## config.mk

```make
export PLATFORM = sky130hd
export DESIGN_NAME = usb_hid_report_descriptor_scanner
export DESIGN_NICKNAME = d
export VERILOG_FILES = /design/src/design/uhrds_pkg.sv /design/src/design/usb_hid_report_descriptor_scanner.sv /design/src/design/uhrds_walk.sv /design/src/design/uhrds_outbuf.sv
export SDC_FILE = /design/constraint.sdc
export NUM_CORES = 1
export LEC_CHECK = 0
export ABC_AREA = 1
export BUFFER_PORTS_ARGS = -buffer_cell sky130_fd_sc_hd__buf_2
export CAP_MARGIN = 20
export CORE_MARGIN = 1.5
export CORE_UTILIZATION = 48
export DETAILED_ROUTE_END_ITERATION = 8
export PLACE_DENSITY = 0.66
export RECOVER_POWER = 50
export SYNTH_ARGS = -nofsm -noshare
export SYNTH_HDL_FRONTEND = slang
export SYNTH_HIERARCHICAL = 1
export SYNTH_SLANG_ARGS = --single-unit
```

## constraint.sdc

```tcl
create_clock -name clk -period 18.8 [get_ports clk]
set_clock_uncertainty 0.15 [all_clocks]
set_input_delay 4.7 -clock clk [delete_from_list [all_inputs] [get_ports clk]]
set_output_delay 4.7 -clock clk [all_outputs]
set_load 0.03 [all_outputs]
```

## src/design/uhrds_pkg.sv

```systemverilog
// Shared types and constants for the HID report descriptor scanner.
package uhrds_pkg;

  localparam logic [7:0] DESC_TYPE_CONFIG    = 8'h02;
  localparam logic [7:0] DESC_TYPE_INTERFACE = 8'h04;
  localparam logic [7:0] DESC_TYPE_HID       = 8'h21;
  localparam logic [7:0] ENTRY_TYPE_REPORT   = 8'h22;
  localparam logic [7:0] MIN_STD_DESC_LEN    = 8'd9;
  localparam logic [7:0] MIN_DESC_LEN        = 8'd2;
  localparam logic [7:0] HID_COUNT_OFFSET    = 8'd5;
  localparam logic [7:0] HID_ENTRY_OFFSET    = 8'd6;
  localparam logic [7:0] CONFIG_VALUE_OFFSET = 8'd5;
  localparam logic [7:0] IFACE_NUM_OFFSET    = 8'd2;

  localparam int IN_TDATA_W  = 24;
  localparam int OUT_TDATA_W = 40;

  typedef enum logic {
    RESULT_ENTRY = 1'b0,
    RESULT_END   = 1'b1
  } result_kind_t;

  typedef struct packed {
    logic [7:0]  data_byte;
    logic        first_byte;
    logic [15:0] block_length;
    logic        last_byte;
  } in_item_t;

  typedef struct packed {
    result_kind_t result_kind;
    logic [7:0]   config_value;
    logic [7:0]   interface_number;
    logic [15:0]  report_length;
    logic         stopped_early;
    logic         last;
  } result_t;

  // Results caused by one byte: up to an entry and an end summary
  typedef struct packed {
    logic [1:0] count;
    result_t    slot0;
    result_t    slot1;
  } res_pkt_t;

endpackage

```

## src/design/usb_hid_report_descriptor_scanner.sv

```systemverilog
// Top level of the HID report descriptor scanner: input register and wiring.
// Walks a USB configuration descriptor block fed one byte per transaction and
// reports each HID report descriptor entry with the configuration value and
// interface number in force, plus an end summary on the byte marked tlast.
// A byte is first held in the input register, is processed by the walk
// logic as it moves into the result register, and its results are then
// presented from the result register. Bytes are taken one per cycle while
// out_tready is high and each byte causes at most one result; a byte causing
// two (an entry and the end summary) holds the input while the result
// register drains its second result.
module usb_hid_report_descriptor_scanner
  import uhrds_pkg::*;
(
  input  logic                   clk,
  input  logic                   rst_n,
  input  logic                   in_tvalid,
  output logic                   in_tready,
  input  logic [IN_TDATA_W-1:0]  in_tdata,   // data_byte[7:0], block_length[23:8]
  input  logic                   in_tuser,   // first_byte
  input  logic                   in_tlast,   // last_byte
  output logic                   out_tvalid,
  input  logic                   out_tready,
  output logic [OUT_TDATA_W-1:0] out_tdata,  // config_value[7:0], interface_number[15:8],
                                             // report_length[31:16], stopped_early[32]
  output logic                   out_tuser,  // result_kind
  output logic                   out_tlast   // last
);

  logic     hold_valid_r;
  in_item_t hold_r;
  in_item_t in_item;
  logic     step;
  logic     load_ok;
  res_pkt_t pkt;

  assign in_item.data_byte    = in_tdata[7:0];
  assign in_item.block_length = in_tdata[23:8];
  assign in_item.first_byte   = in_tuser;
  assign in_item.last_byte    = in_tlast;

  // Advance the held byte into the walk when the result register can take it
  assign step      = hold_valid_r && load_ok;
  assign in_tready = !hold_valid_r || step;

  always_ff @(posedge clk) begin
    if (!rst_n) begin
      hold_valid_r <= 1'b0;
    end else if (in_tready) begin
      hold_valid_r <= in_tvalid;
    end
  end

  always_ff @(posedge clk) begin
    if (in_tready && in_tvalid) begin
      hold_r <= in_item;
    end
  end

  uhrds_walk u_walk (
    .clk     (clk),
    .rst_n   (rst_n),
    .step_en (step),
    .item    (hold_r),
    .pkt     (pkt)
  );

  uhrds_outbuf u_outbuf (
    .clk        (clk),
    .rst_n      (rst_n),
    .load       (step),
    .pkt        (pkt),
    .load_ok    (load_ok),
    .out_tvalid (out_tvalid),
    .out_tready (out_tready),
    .out_tdata  (out_tdata),
    .out_tuser  (out_tuser),
    .out_tlast  (out_tlast)
  );

endmodule

```

## src/design/uhrds_walk.sv

```systemverilog
// Descriptor walk state and the per-byte result logic.
module uhrds_walk
  import uhrds_pkg::*;
(
  input  logic     clk,
  input  logic     rst_n,
  input  logic     step_en,
  input  in_item_t item,
  output res_pkt_t pkt
);

  logic [15:0] rem_r, rem_nxt;
  logic [7:0]  dlen_r, dlen_nxt;
  logic [7:0]  dtype_r, dtype_nxt;
  logic [7:0]  off_r, off_nxt;
  logic [7:0]  cfg_r, cfg_nxt;
  logic [7:0]  ifc_r, ifc_nxt;
  logic [7:0]  cnt_r, cnt_nxt;
  logic [7:0]  etype_r, etype_nxt;
  logic [7:0]  elow_r, elow_nxt;
  logic        halt_r, halt_nxt;

  logic [15:0] rem_cur;
  logic [7:0]  off_cur;
  logic [7:0]  b;
  logic [7:0]  k;
  logic [15:0] k_prod;
  logic [6:0]  idx;
  logic [7:0]  pos_full;
  logic [1:0]  pos;
  logic [7:0]  off_inc;
  logic        entry_hit;
  logic [15:0] rlen;
  result_t     entry_res;
  result_t     end_res;

  assign b = item.data_byte;

  // Entry index and position within a 3-byte class entry: k/3 by reciprocal
  assign k        = off_cur - HID_ENTRY_OFFSET;
  assign k_prod   = {8'd0, k} * 16'd171;
  assign idx      = k_prod[15:9];
  assign pos_full = k - ({1'b0, idx} * 8'd3);
  assign pos      = pos_full[1:0];

  always_comb begin
    rem_cur   = item.first_byte ? item.block_length : rem_r;
    off_cur   = item.first_byte ? 8'd0 : off_r;
    dlen_nxt  = item.first_byte ? 8'd0 : dlen_r;
    dtype_nxt = item.first_byte ? 8'd0 : dtype_r;
    cfg_nxt   = item.first_byte ? 8'd0 : cfg_r;
    ifc_nxt   = item.first_byte ? 8'd0 : ifc_r;
    cnt_nxt   = item.first_byte ? 8'd0 : cnt_r;
    etype_nxt = item.first_byte ? 8'd0 : etype_r;
    elow_nxt  = item.first_byte ? 8'd0 : elow_r;
    halt_nxt  = item.first_byte ? 1'b0 : halt_r;
    rem_nxt   = rem_cur;
    off_nxt   = off_cur;
    entry_hit = 1'b0;
    rlen      = 16'd0;
    off_inc   = off_cur + 8'd1;

    if (!halt_nxt && rem_cur != 16'd0) begin
      if (off_cur == 8'd0) begin
        if (b < MIN_DESC_LEN || {8'd0, b} > rem_cur) begin
          halt_nxt = 1'b1;
        end else begin
          dlen_nxt  = b;
          dtype_nxt = 8'd0;
          cnt_nxt   = 8'd0;
          etype_nxt = 8'd0;
          elow_nxt  = 8'd0;
        end
      end else if (off_cur == 8'd1) begin
        dtype_nxt = b;
      end else begin
        if (dtype_nxt == DESC_TYPE_CONFIG) begin
          if (off_cur == CONFIG_VALUE_OFFSET && dlen_nxt >= MIN_STD_DESC_LEN) begin
            cfg_nxt = b;
          end
        end else if (dtype_nxt == DESC_TYPE_INTERFACE) begin
          if (off_cur == IFACE_NUM_OFFSET && dlen_nxt >= MIN_STD_DESC_LEN) begin
            ifc_nxt = b;
          end
        end else if (dtype_nxt == DESC_TYPE_HID) begin
          if (off_cur == HID_COUNT_OFFSET) begin
            cnt_nxt = b;
          end else if (off_cur >= HID_ENTRY_OFFSET && {1'b0, idx} < cnt_nxt) begin
            unique case (pos)
              2'd0:    etype_nxt = b;
              2'd1:    elow_nxt  = b;
              default: begin
                if (etype_nxt == ENTRY_TYPE_REPORT) begin
                  entry_hit = 1'b1;
                  rlen      = {b, elow_nxt};
                end
              end
            endcase
          end
        end
      end

      if (!halt_nxt) begin
        rem_nxt = rem_cur - 16'd1;
        off_nxt = (off_inc >= dlen_nxt) ? 8'd0 : off_inc;
      end
    end
  end

  always_comb begin
    entry_res.result_kind      = RESULT_ENTRY;
    entry_res.config_value     = cfg_nxt;
    entry_res.interface_number = ifc_nxt;
    entry_res.report_length    = rlen;
    entry_res.stopped_early    = 1'b0;
    entry_res.last             = ~item.last_byte;

    end_res.result_kind      = RESULT_END;
    end_res.config_value     = cfg_nxt;
    end_res.interface_number = ifc_nxt;
    end_res.report_length    = 16'd0;
    end_res.stopped_early    = halt_nxt;
    end_res.last             = 1'b1;

    pkt.count = {1'b0, entry_hit} + {1'b0, item.last_byte};
    pkt.slot0 = entry_hit ? entry_res : end_res;
    pkt.slot1 = end_res;
  end

  always_ff @(posedge clk) begin
    if (!rst_n) begin
      rem_r   <= '0;
      dlen_r  <= '0;
      dtype_r <= '0;
      off_r   <= '0;
      cfg_r   <= '0;
      ifc_r   <= '0;
      cnt_r   <= '0;
      etype_r <= '0;
      elow_r  <= '0;
      halt_r  <= 1'b0;
    end else if (step_en) begin
      rem_r   <= rem_nxt;
      dlen_r  <= dlen_nxt;
      dtype_r <= dtype_nxt;
      off_r   <= off_nxt;
      cfg_r   <= cfg_nxt;
      ifc_r   <= ifc_nxt;
      cnt_r   <= cnt_nxt;
      etype_r <= etype_nxt;
      elow_r  <= elow_nxt;
      halt_r  <= halt_nxt;
    end
  end

endmodule

```

## src/design/uhrds_outbuf.sv

```systemverilog
// Result register holding the up to two results of one byte.
module uhrds_outbuf
  import uhrds_pkg::*;
(
  input  logic                   clk,
  input  logic                   rst_n,
  input  logic                   load,
  input  res_pkt_t               pkt,
  output logic                   load_ok,
  output logic                   out_tvalid,
  input  logic                   out_tready,
  output logic [OUT_TDATA_W-1:0] out_tdata,
  output logic                   out_tuser,
  output logic                   out_tlast
);

  logic [1:0] cnt_r, cnt_nxt;
  result_t    slot0_r, slot0_nxt;
  result_t    slot1_r, slot1_nxt;
  logic       pop;

  assign pop     = out_tvalid && out_tready;
  // Take a new packet when empty or when the only result leaves now
  assign load_ok = (cnt_r == 2'd0) || (cnt_r == 2'd1 && out_tready);

  always_comb begin
    cnt_nxt   = cnt_r;
    slot0_nxt = slot0_r;
    slot1_nxt = slot1_r;
    if (load) begin
      cnt_nxt   = pkt.count;
      slot0_nxt = pkt.slot0;
      slot1_nxt = pkt.slot1;
    end else if (pop) begin
      cnt_nxt   = cnt_r - 2'd1;
      slot0_nxt = slot1_r;
    end
  end

  always_ff @(posedge clk) begin
    if (!rst_n) begin
      cnt_r <= 2'd0;
    end else begin
      cnt_r <= cnt_nxt;
    end
  end

  always_ff @(posedge clk) begin
    slot0_r <= slot0_nxt;
    slot1_r <= slot1_nxt;
  end

  assign out_tvalid = (cnt_r != 2'd0);
  assign out_tuser  = slot0_r.result_kind;
  assign out_tlast  = slot0_r.last;
  assign out_tdata  = {7'd0, slot0_r.stopped_early, slot0_r.report_length,
                       slot0_r.interface_number, slot0_r.config_value};

endmodule
```

### Yosys cells after proc, flatten, opt, wreduce, memory -nomap -nowiden

Index checks and enable logic that the tools add are counted.

* bits in registers: 162
* latch bits: 0
* RAM bits: 0
* memory bits (read-only): 0
* input port bits: 30
* word-level logic and storage cells: 160
* memories kept: 0

* add/sub/neg operators: 6
* multipliers: 2
* div/mod/pow operators: 0
* magnitude comparators: 6
* equality and inequality tests: 9
* shifts and indexed selects: 0
* muxes and demuxes: 91
* bitwise logic cells: 1
* reductions and logical operators: 20

Operators by type and width (number)
* two-way mux 8 bit: 58
* two-way mux 16 bit: 13
* two-way mux 35 bit: 3
* == test 8 x 2 -> 1 bit, second input constant: 2
* == test 8 x 3 -> 1 bit, second input constant: 2
* == test 8 x 6 -> 1 bit, second input constant: 2
* greater-than comparator 8 x 16 -> 1 bit: 1
* multiplier 8 x 8 -> 16 bit, second input constant: 1
* nonzero test 16 bit: 1
* subtractor 16 x 1 -> 16 bit, second input constant: 1
* two-way mux 1 bit: 15
* adder 8 x 1 -> 8 bit, second input constant: 1
* == test 8 x 1 -> 1 bit, second input constant: 1
* >= comparator 8 x 3 -> 1 bit, second input constant: 1
* >= comparator 8 x 4 -> 1 bit, second input constant: 1
* >= comparator 8 bit: 1
* logical AND 1 bit: 8
* logical NOT 8 bit: 1
* < comparator 7 x 8 -> 1 bit: 1
* < comparator 8 x 2 -> 1 bit, second input constant: 1
* subtractor 8 x 3 -> 8 bit, second input constant: 1
* multiplier 7 x 2 -> 2 bit, second input constant: 1
* == test 2 x 1 -> 1 bit, second input constant: 2
* logical NOT 2 bit: 2
* 9 further kinds: 14

### Longest topological paths before layout

* depth in word-level cells: 18
* gate-level depth with buffers: 44

### By module

The synthesis kept the hierarchy.

Modules (own cells, without submodules)
* uhrds_walk: times used 1, cells each 1151, area each 7355.8 um2, seq. area each 1621.6 um2
* uhrds_outbuf: times used 1, cells each 218, area each 2791.4 um2, seq. area each 2142.1 um2
* usb_hid_report_descriptor_scanner: times used 1, cells each 35, area each 839.6 um2, seq. area each 800.8 um2

### Least setup slack after synthesis

Ideal clock, no wire load.

* kind: input -> output
* from: input port out_tready
* to: output port in_tready
* arrival time: 5.003 ns
* required time: 13.950 ns
* setup slack: 8.947 ns
* stages on the path: 4
* path through: nand2_1 nand2_1 inv_1 nand2_2

* longest elaborated chain between the ends: 4

Ends and longest elaborated chain
* start: declaration: RTL line usb_hid_report_descriptor_scanner.sv:22 `input logic out_tready,`
* logical AND 1 bit: RTL line uhrds_outbuf.sv:24 `assign load_ok = (cnt_r == 2'd0) || (cnt_r == 2'd1 && out_tready);`
* logical OR 1 bit: RTL line uhrds_outbuf.sv:24
* named net load_ok: RTL line usb_hid_report_descriptor_scanner.sv:33 `logic load_ok;`
* logical AND 1 bit: RTL line usb_hid_report_descriptor_scanner.sv:42 `assign step = hold_valid_r && load_ok;`
* logical OR 1 bit: RTL line usb_hid_report_descriptor_scanner.sv:43 `assign in_tready = !hold_valid_r || step;`
* end: declaration: RTL line usb_hid_report_descriptor_scanner.sv:17 `output logic in_tready,`

The timed path passes the listed nets, and every way through them passes these cells.

### Worst setup path after layout

* from: register hold_r[17] (netlist bit)
* to: register u_walk.elow_r[3]

* longest elaborated chain between the ends: 15
* elaborated cells between the ends (all ways): 35
* classes of those cells: 2 x add/sub; 2 x mul; 3 x order compare; 6 x eq/ne; 16 x mux; 6 x reduce/logical

Ends and longest elaborated chain
* start: declaration: RTL line usb_hid_report_descriptor_scanner.sv:30 `in_item_t hold_r;`
* start signal: assignment: RTL line usb_hid_report_descriptor_scanner.sv:55 `hold_r <= in_item;`
* two-way mux 8 bit: RTL line uhrds_walk.sv:48 `off_cur = item.first_byte ? 8'd0 : off_r;`
* subtractor 8 x 3 -> 8 bit: RTL line uhrds_walk.sv:40 `assign k = off_cur - HID_ENTRY_OFFSET;`
* multiplier 8 x 8 -> 16 bit: RTL line uhrds_walk.sv:41 `assign k_prod = {8'd0, k} * 16'd171;`
* multiplier 7 x 2 -> 2 bit: RTL line uhrds_walk.sv:43 `assign pos_full = k - ({1'b0, idx} * 8'd3);`
* subtractor 2 bit: RTL line uhrds_walk.sv:43
* == test 2 x 1 -> 1 bit: RTL line uhrds_walk.sv:89 `unique case (pos)`
* two-way mux 8 bit: RTL line uhrds_walk.sv:89
* two-way mux 8 bit: RTL line uhrds_walk.sv:88 `end else if (off_cur >= HID_ENTRY_OFFSET && {1'b0, idx} < cnt_nxt) begin`
* two-way mux 8 bit: RTL line uhrds_walk.sv:86 `if (off_cur == HID_COUNT_OFFSET) begin`
* two-way mux 8 bit: RTL line uhrds_walk.sv:85 `end else if (dtype_nxt == DESC_TYPE_HID) begin`
* two-way mux 8 bit: RTL line uhrds_walk.sv:81 `end else if (dtype_nxt == DESC_TYPE_INTERFACE) begin`
* two-way mux 8 bit: RTL line uhrds_walk.sv:77 `if (dtype_nxt == DESC_TYPE_CONFIG) begin`
* two-way mux 8 bit: RTL line uhrds_walk.sv:74 `end else if (off_cur == 8'd1) begin`
* two-way mux 8 bit: RTL line uhrds_walk.sv:64 `if (off_cur == 8'd0) begin`
* two-way mux 8 bit *: RTL line uhrds_walk.sv:63 `if (!halt_nxt && rem_cur != 16'd0) begin`
* end signal: assignment: RTL line uhrds_walk.sv:151 `elow_r <= elow_nxt;`
* end: declaration: RTL line uhrds_walk.sv:20 `logic [7:0] elow_r, elow_nxt;`

Every way passes the cells marked *; elsewhere a longest branch is shown, timed or not.
A chain may end at the register's enable or synchronous reset.

==> results.sh <==
export IMPL_start_kind="flop"
export IMPL_status="finished, violations left"
export IMPL_maxCapViolations=6
export IMPL_drv_slew=239
export IMPL_gp_congestion=0.841
export IMPL_switching_share=0.454
export IMPL_antenna_cells=0
export IMPL_nFillCells=2176
export IMPL_cts_root_buf="clkbuf_16"
export IMPL_combPwrFrac=0.546
export IMPL_cts_path_max_buffers=2
export IMPL_seqPwrFrac=0.270
export IMPL_core_area_um2=22600
export IMPL_synth_edff_count=96
export IMPL_critPathLaunch="hold_r[17]$_DFFE_PP_"
export IMPL_first_pass_iters=6
export IMPL_ant_nets=0
export IMPL_first_iter_violations=711
export IMPL_slowest_delay_ns=2.41
export IMPL_hp_start="u_walk/elow_r[2]$_SDFFE_PN0P_"
export IMPL_crit_arrival_ns=10.49
export IMPL_layout_common_cells="351 x nand2_1, 149 x inv_1, 123 x nor2_1"
export IMPL_ys_types=48
export IMPL_final_common_cell="nand2_1"
export IMPL_intPower_mw=1.06
export IMPL_cp_common_cell="inv_1"
export IMPL_cts_hold_buf=0
export IMPL_synth_cells=1404
export IMPL_hold_class="reg -> reg"
export IMPL_cp_buffers_inverters=11
export IMPL_grt_first_pass_wirelength_um=40600
export IMPL_die_area_um2=23800
export IMPL_post_place_cells=1682
export IMPL_fin_util=0.519
export IMPL_antenna_found_initial=0
export IMPL_leakagePower_nw=5.35
export IMPL_fin_crit_ns=10.30
export IMPL_place_ws_ns=8.70
export IMPL_crit_type="reg -> reg"
export IMPL_worstSkewPairLatency_ns=0.44
export IMPL_cp_end_kind="flop"
export IMPL_fp_dieW_um=154
export IMPL_die_y_um=154
export IMPL_grt_max_degree=71
export IMPL_vias=8947
export IMPL_cp_required_ns=19.00
export IMPL_htree_levels=4
export IMPL_async_reset_ff_frac=0
export IMPL_drc=0
export IMPL_cp_slowest_cell="clkbuf_1"
export IMPL_cts_tree="built"
export IMPL_gr_total_overflow=0
export IMPL_drive_gt1_frac=0.0700
export IMPL_design_area_um2=11700
export IMPL_finalSetupViolations=0
export IMPL_setup_ws_ns=8.50
export IMPL_synth_warnings=6
export IMPL_stdcell_count=1714
export IMPL_syn_area_per_cell_um2=7.83
export IMPL_routed_wirelength_um=24700
export IMPL_maxSlewHeadroom=-1.24
export IMPL_crit_fanout=68
export IMPL_numClockSinks=180
export IMPL_clock_fmax_ghz=0.0971
export IMPL_wire_per_inst_um=14.4
export IMPL_final_hold_viol_count=0
export IMPL_grt_usage=0.211
export IMPL_cts_buffers=17
export IMPL_fin_nets=1525
export IMPL_critical_path_top_delay_family="buffers and inverters"
export IMPL_ys_seq_area_frac=0.415
export IMPL_viasPerCell=5.22
export IMPL_violations="capacitance limit, slew limit"
export IMPL_p_per_area_nw_per_um2=166
export IMPL_core_rowCount=55
export IMPL_rsz0062_at_grt="false"
export IMPL_grt_pass1_vias=8195
export IMPL_cts_setup_buffers=0
export IMPL_dp_hpwl_um=16200
export IMPL_r2r_start="hold_r[17]$_DFFE_PP_"
export IMPL_syn_area_um2=11000
export IMPL_p_sw_mw=0.885
export IMPL_io_buffers=66
export IMPL_clk_pin_slew_worst_paths_ns=0.07
export IMPL_cts_resized=0
export IMPL_tns_ns=0
export IMPL_area_growth_pct=6.70
export IMPL_dpl_cell_area_um2=11200
export IMPL_min_period_over_period=0.548
export IMPL_pwr_share_clk=0.185
export IMPL_initial_core_util=0.487
export IMPL_boundaryPins=74
export IMPL_worstMarginPinSlew_ns=3.36
export IMPL_synth_seq_cells=180
export IMPL_vdd_drop_max_v=0.000145
export IMPL_synth_flop_cell="edfxtp_1"
==> cell type report <==
| type | count | area (um2) | area share |
|---|---|---|---|
| multi-input cells | 978 | 5260 | 0.448 |
| flip-flops and latches | 180 | 4560 | 0.389 |
| inverters | 164 | 618 | 0.0527 |
| clock inverters | 15 | 169 | 0.0144 |
| clock buffers | 17 | 425 | 0.0363 |
| repair buffers | 75 | 334 | 0.0285 |
| well taps | 285 | 357 | 0.0304 |
==> cells in the mapped netlist (2+ instances only) <==
cell type,count,share of area
o211ai_1,8,0.0055
inv_1,150,0.051
nand4_1,21,0.012
nand2_2,7,0.0040
nand3_1,62,0.028
o21ai_1,30,0.014
xor2_1,15,0.012
nor4_1,7,0.0040
xnor2_1,8,0.0064
nor3_1,6,0.0027
ha_1,67,0.076
nor2_2,4,0.0023
nor2_1,123,0.042
o21ai_0,73,0.033
fa_1,12,0.022
nor3b_1,2,0.0014
o21a_1,6,0.0041
edfxtp_1,96,0.26
buf_2,11,0.0050
buf_1,3,0.0010
clkbuf_1,36,0.012
nand2_1,349,0.12
a221oi_1,5,0.0040
a31oi_1,19,0.011
buf_6,6,0.0061
o221ai_1,2,0.0016
o21ai_2,2,0.0016
or2_1,3,0.0017
inv_2,13,0.0044
buf_4,48,0.033
or2_2,7,0.0040
a21oi_1,99,0.045
conb_1,3,0.0010
dfxtp_1,84,0.15
a21o_1,4,0.0027
==> path summary, 6_finish.rpt <==
| path | slack [ns] | end | cells after the start |
|---|---|---|---|
| max | 8.50 | u_walk/elow_r[3]$_SDFFE_PN0P_ | 38 |
| min | 0.32 | u_walk/elow_r[2]$_SDFFE_PN0P_ | 2 |
| max reg2reg | 8.50 | u_walk/elow_r[3]$_SDFFE_PN0P_ | 38 |
| min reg2reg | 0.32 | u_walk/elow_r[2]$_SDFFE_PN0P_ | 2 |
==> flip-flops by register name (all words and copies together) (netlist names) <==
signal	count
u_walk/cfg_r	8
hold_r	26
u_walk/halt_r	1
u_walk/off_r	8
u_walk/elow_r	8
u_walk/rem_r	16
u_walk/cnt_r	8
u_walk/dtype_r	8
u_walk/ifc_r	8
u_outbuf/out_tuser	1
hold_valid_r	1
u_walk/etype_r	8
u_walk/dlen_r	8
u_outbuf/out_tlast	1
u_outbuf/out_tdata	33
u_outbuf/slot1_r	35
u_outbuf/cnt_r	2
==> worst reg2reg max path, delay by kind of cell, from the launching register on <==
family                     cells  cell delay (ns)
AOI/OAI and AO/OA              7             1.14
xor gates and xnor gates       1             0.14
adders and majority gates      5             2.16
buffers and inverters         11             4.47
DFF                            1             0.36
and+or+nand+nor               14             1.79
==> layer usage <==
layer,track usage,up-vias,share of wire,wire (um)
met3,0.0291,35,0.043,1060
met2,0.355,213,0.47,11700
li1,-,4582,-,-
met4,0.0682,0,0.015,380
met1,0.283,4117,0.47,11600
met5,0,-,0,0
==> power groups by stage <==
stage	clock network, mW	registers [mW]	logic [mW]
floorplan	0	0.572	0.809
global route	0.380	0.532	1.24
finish	0.359	0.525	1.06
CTS	0.366	0.524	1.08
global placement	0	0.530	1.05
detailed placement	0	0.532	1.07
==> cells by family (layout without fill, tap and decap cells) <==
logic type	Yosys count	count (layout)	share of synthesized area
xor+xnor	23	23	0.0183
flops	180	180	0.415
compound gates	254	254	0.127
other cells	3	25	0.00102
buf+inv	268	271	0.113
fa+ha+maj	79	79	0.0982
mux	1	1	0.000911
simple gates	596	596	0.226
==> per-stage QoR <==
stage	power (mW)	hold WS, ns
floorplan	1.38	0.295
global placement	1.58	0.301
detailed placement	1.61	0.305
CTS	1.97	0.316
global route	2.15	0.334
finish	1.95	0.317
(Power assumes the default switching activity.)
